===== config.mk =====
export PLATFORM = sky130hd
export DESIGN_NAME = mm_ram
export DESIGN_NICKNAME = d
export VERILOG_FILES = /design/src/rtl/assert_macros.svh /design/src/rtl/mm_ram.sv
export SDC_FILE = /design/constraint.sdc
export NUM_CORES = 2
export LEC_CHECK = 0
export BUFFER_PORTS_ARGS = -buffer_cell sky130_fd_sc_hd__clkbuf_2
export CAP_MARGIN = 20
export CORE_MARGIN = 3
export CORE_UTILIZATION = 50
export CTS_BUF_LIST = sky130_fd_sc_hd__clkbuf_2
export CTS_CLUSTER_SIZE = 28
export DETAILED_ROUTE_END_ITERATION = 10
export GPL_ROUTABILITY_DRIVEN = 0
export PLACE_DENSITY = 0.69
export SETUP_SLACK_MARGIN = 0.3
export SLEW_MARGIN = 15
export SYNTH_ARGS = -nofsm -noshare
export SYNTH_HDL_FRONTEND = slang
export SYNTH_SLANG_ARGS = --single-unit

===== constraint.sdc =====
create_clock -name clk -period 3.3 [get_ports clk]
set_clock_uncertainty 0.2 [all_clocks]
set_input_delay 0.33 -clock clk [delete_from_list [all_inputs] [get_ports clk]]
set_output_delay 0.33 -clock clk [all_outputs]
set_load 0.01 [all_outputs]

===== src/rtl/assert_macros.svh =====
// Assertion macros shared by the matrix product RTL.
// Each macro expands to one labelled concurrent assertion on a rising clock edge.
`ifndef ASSERT_MACROS_SVH
`define ASSERT_MACROS_SVH

// The expression holds at every edge outside reset.
`define ASSERT_ALWAYS(label, clk, rst, expr) \
  label: assert property (@(posedge clk) disable iff (rst) (expr)) \
    else $error("invariant assertion failed");

// The consequent holds in the same cycle as the antecedent.
`define ASSERT_IMPL(label, clk, rst, ante, cons) \
  label: assert property (@(posedge clk) disable iff (rst) (ante) |-> (cons)) \
    else $error("implication assertion failed");

// The consequent holds in the cycle after the antecedent.
`define ASSERT_NEXT(label, clk, rst, ante, cons) \
  label: assert property (@(posedge clk) disable iff (rst) (ante) |=> (cons)) \
    else $error("next-cycle assertion failed");

`endif


===== src/rtl/mm_ram.sv =====
// Generic simple dual-port RAM: one write port, one read port with registered read data.
// Depends on nothing.
`timescale 1ns / 1ps
`default_nettype none

module mm_ram #(
  parameter int WIDTH = 16,
  parameter int DEPTH = 256
) (
  input  wire logic                     clk,
  input  wire logic                     we,
  input  wire logic [$clog2(DEPTH)-1:0] waddr,
  input  wire logic [WIDTH-1:0]         wdata,
  input  wire logic [$clog2(DEPTH)-1:0] raddr,
  output logic      [WIDTH-1:0]         rdata
);

  logic [WIDTH-1:0] mem [DEPTH];

  always_ff @(posedge clk) begin
    if (we) begin
      mem[waddr] <= wdata;
    end
    rdata <= mem[raddr];
  end

endmodule

`default_nettype wire


==> impl_metrics.env <==
export IMPL_outcome="complete, but fails checks"
export IMPL_failing_checks="setup timing"
export IMPL_synth_seq_area_share_pct=77.7
export IMPL_drt_pass1_iterations=8
export IMPL_cp_slowest_stage_delay_ns=0.49
export IMPL_dieHeight_um=569
export IMPL_layout_nets=8901
export IMPL_core_region_area_um2=315000
export IMPL_setup_viol_count_final=4
export IMPL_worst_path_stages=1
export IMPL_worstSetupEndpoint="rdata[8]"
export IMPL_finalMaxSlewViolations=0
export IMPL_leakagePower_nw=60.0
export IMPL_critical_path_max_fanout=1
export IMPL_path_delay_family="flip-flops"
export IMPL_worstSetupStartpointType="flop"
export IMPL_synth_async_sr_flop_share_pct=0
export IMPL_finalNonFillerCells=13800
export IMPL_worst_slew_margin_rel_pct=17.6
export IMPL_crit_chain="buf_6"
export IMPL_finalHoldWorstSlack_ns=0.101
export IMPL_num_vias=84500
export IMPL_clockRootBuffer="sky130_fd_sc_hd__clkbuf_2"
export IMPL_max_clock_freq_ghz=0.293
export IMPL_netlist_area_leader_share_pct=77.5
export IMPL_period_needed_ns=3.42
export IMPL_ys_dominant_reg_cell="sky130_fd_sc_hd__edfxtp_1"
export IMPL_placement_rows=206
export IMPL_synth_cell_types=52
export IMPL_worst_r2r_startpoint="mem[131][4]"
export IMPL_worstPathBufferInverterCount=1
export IMPL_clock_latency_ns=2.27
export IMPL_wl_um=416000
export IMPL_hold_path_class="in -> reg"
export IMPL_hold_violations_final=0
export IMPL_timing_worst_setup_path_type="reg -> out"
export IMPL_post_route_cells_drive_above_1_share_pct=34.5
export IMPL_numCtsBuffers=943
export IMPL_mostFrequentLayoutCells="sky130_fd_sc_hd__edfxtp_1, sky130_fd_sc_hd__clkbuf_2, sky130_fd_sc_hd__mux4_2"
export IMPL_dp_cells=11900
export IMPL_clock_tree_from_tritoncts="done"
export IMPL_die_area_um2=324000
export IMPL_synth_top_area_cell="sky130_fd_sc_hd__edfxtp_1"
export IMPL_initial_utilization_pct=50.3
export IMPL_ir_drop_v=0.000335
export IMPL_number_of_vias_per_cell=6.12
export IMPL_drcViolationCount=0
export IMPL_post_synth_main_area_contributors="sky130_fd_sc_hd__edfxtp_1, sky130_fd_sc_hd__mux4_2, sky130_fd_sc_hd__mux2i_1"
export IMPL_yosysWarnings=0
export IMPL_tritoncts_sink_count=4112
export IMPL_htree_num_levels=6
export IMPL_worst_slew_pin_slew_ns=1.24
export IMPL_synth_seq_cells=4112
export IMPL_wire_per_inst_um=30.1
export IMPL_boundaryPins=50
export IMPL_syn_instance_count=7360
export IMPL_setup_ws_ns=-0.118
export IMPL_route_antenna_remaining_nets=0
export IMPL_layout_commonest_cell="sky130_fd_sc_hd__edfxtp_1"
export IMPL_cts_clk_slew_worst_paths_ns=0.11
export IMPL_r2r_setup_slack_ns=0.39
export IMPL_period_share_pct=104
export IMPL_die_width_um=569
export IMPL_grtUsageTotal_pct=25.5
export IMPL_place_port_buffers=49
export IMPL_mappedNetlistNets=7394
export IMPL_finalSetupTns_ns=-0.151
export IMPL_critPathSlowestCell="sky130_fd_sc_hd__dfxtp_4"
export IMPL_hpwlAfterDp_um=253000
export IMPL_worstSetupStartpoint="rdata[8]"
export IMPL_endpoint_kind="primary output"
export IMPL_first_iter_violations=11100
export IMPL_maximum_number_of_pins_on_one_net_before_global_route_repair=152
export IMPL_first_global_vias=84800
export IMPL_count_of_flip_flops_with_a_built_in_enable_after_synthesis=4096
export IMPL_aggregate_global_routing_overflow=0
export IMPL_cp_data_required_time_ns=2.77
export IMPL_timing_critical_path_arrival_ns=2.89
export IMPL_clk_path_buf_depth=4
export IMPL_cap_viol_max_count=0
export IMPL_synth_area_um2=159000
export IMPL_layout_area_overhead_vs_synth_pct=13.7
export IMPL_power_density_nw_per_um2=530
export IMPL_grt_first_pass_wirelength_um=600000
export IMPL_worstReg2RegEnd="rdata[4]"
export IMPL_syn_mean_instance_area_um2=21.6
export IMPL_grt_antenna_before_repair=29
export IMPL_rsz_0062_raised_after_global_routing="true"
export IMPL_worst_r2r_path_depth=8
export IMPL_place_worst_setup_slack_ns=-1.22
[synthesized netlist by cell type (32+ instances only)]
cell,instances
sky130_fd_sc_hd__mux2_2,88
sky130_fd_sc_hd__edfxtp_1,4096
sky130_fd_sc_hd__nand2_1,38
sky130_fd_sc_hd__o21ai_0,37
sky130_fd_sc_hd__nor3_1,92
sky130_fd_sc_hd__a21oi_1,175
sky130_fd_sc_hd__o22ai_1,148
sky130_fd_sc_hd__o221ai_1,252
sky130_fd_sc_hd__nand3_1,35
sky130_fd_sc_hd__clkbuf_1,230
sky130_fd_sc_hd__a22o_1,32
sky130_fd_sc_hd__mux2i_1,565
sky130_fd_sc_hd__a22oi_1,43
sky130_fd_sc_hd__buf_6,77
sky130_fd_sc_hd__nor2_1,304
sky130_fd_sc_hd__buf_2,76
sky130_fd_sc_hd__mux4_2,797
[worst min path at each step]
stage                     startpoint           end  slack [ns]  cells past startpoint
after floorplan             wdata[0]     mem[0][0]        0.23                      0
after global placement     wdata[11]  mem[100][11]        0.52                      1
after detailed placement   wdata[11]   mem[96][11]        0.53                      1
after CTS                   raddr[0]      rdata[5]      0.0007                      9
after global routing        waddr[4]    mem[70][8]        0.01                      8
final                       raddr[0]     rdata[11]        0.10                     12
[cell type report]
| class | count | area (µm²) |
|---|---|---|
| fill | 23300 | 135000 |
| timing repair buffer | 1014 | 10200 |
| sequential | 4112 | 123000 |
| multi-input combinational | 2792 | 32900 |
| inverter | 4 | 27.5 |
| clock inverter | 325 | 1730 |
| tap | 4160 | 5200 |
| clock buffer | 1389 | 6950 |
| antenna | 11 | 27.5 |
[worst min-delay path, delay by kind of cell]
kind	cells	cell delay, ns
compound gates	3	0.40
simple gates	2	0.11
mux	1	0.17
buf+inv	6	1.46
[state kept, by name, indices dropped and copies added (netlist names)]
| register | count |
|---|---|
| rdata | 16 |
| mem | 4096 |
[repair_timing]
item | in CTS | in global routing
gates cloned | 0 | 0
resized for setup | 46 | 42
pin swaps | 0 | 1
setup buffers | 0 | 0
hold buffers | 160 | 3
endpoints found under the hold margin | 8208 | 10
endpoints found under the setup margin | 18 | 829
[where the power goes]
group	switching (mW)	internal [mW]
clock	19.7	12.2
combinational	3.69	2.39
sequential	0.112	57.5
total	23.5	72.1
[cell families after synthesis]
family,Yosys count,synth area share (%)
compound gates,786,3.54
buf+inv,456,1.69
flops,4112,77.7
mux,1450,15.5
simple gates,556,1.57
[metrics by stage]
stage	utilization, %	area, µm²	power (mW)
finish	57.2	180000	95.6
global route	57.2	180000	99.3
CTS	57.2	180000	96.3
detailed placement	53.8	170000	64.5
global placement	53.8	170000	64.4
floorplan	-	159000	61.6
[layer usage]
layer / wire length, µm / track usage (%)
met5: 57 / 0
met2: 198000 / 39.6
met1: 156000 / 35.1
met3: 44800 / 6.25
met4: 16700 / 10.5
Power figures use the tool's default switching activity.
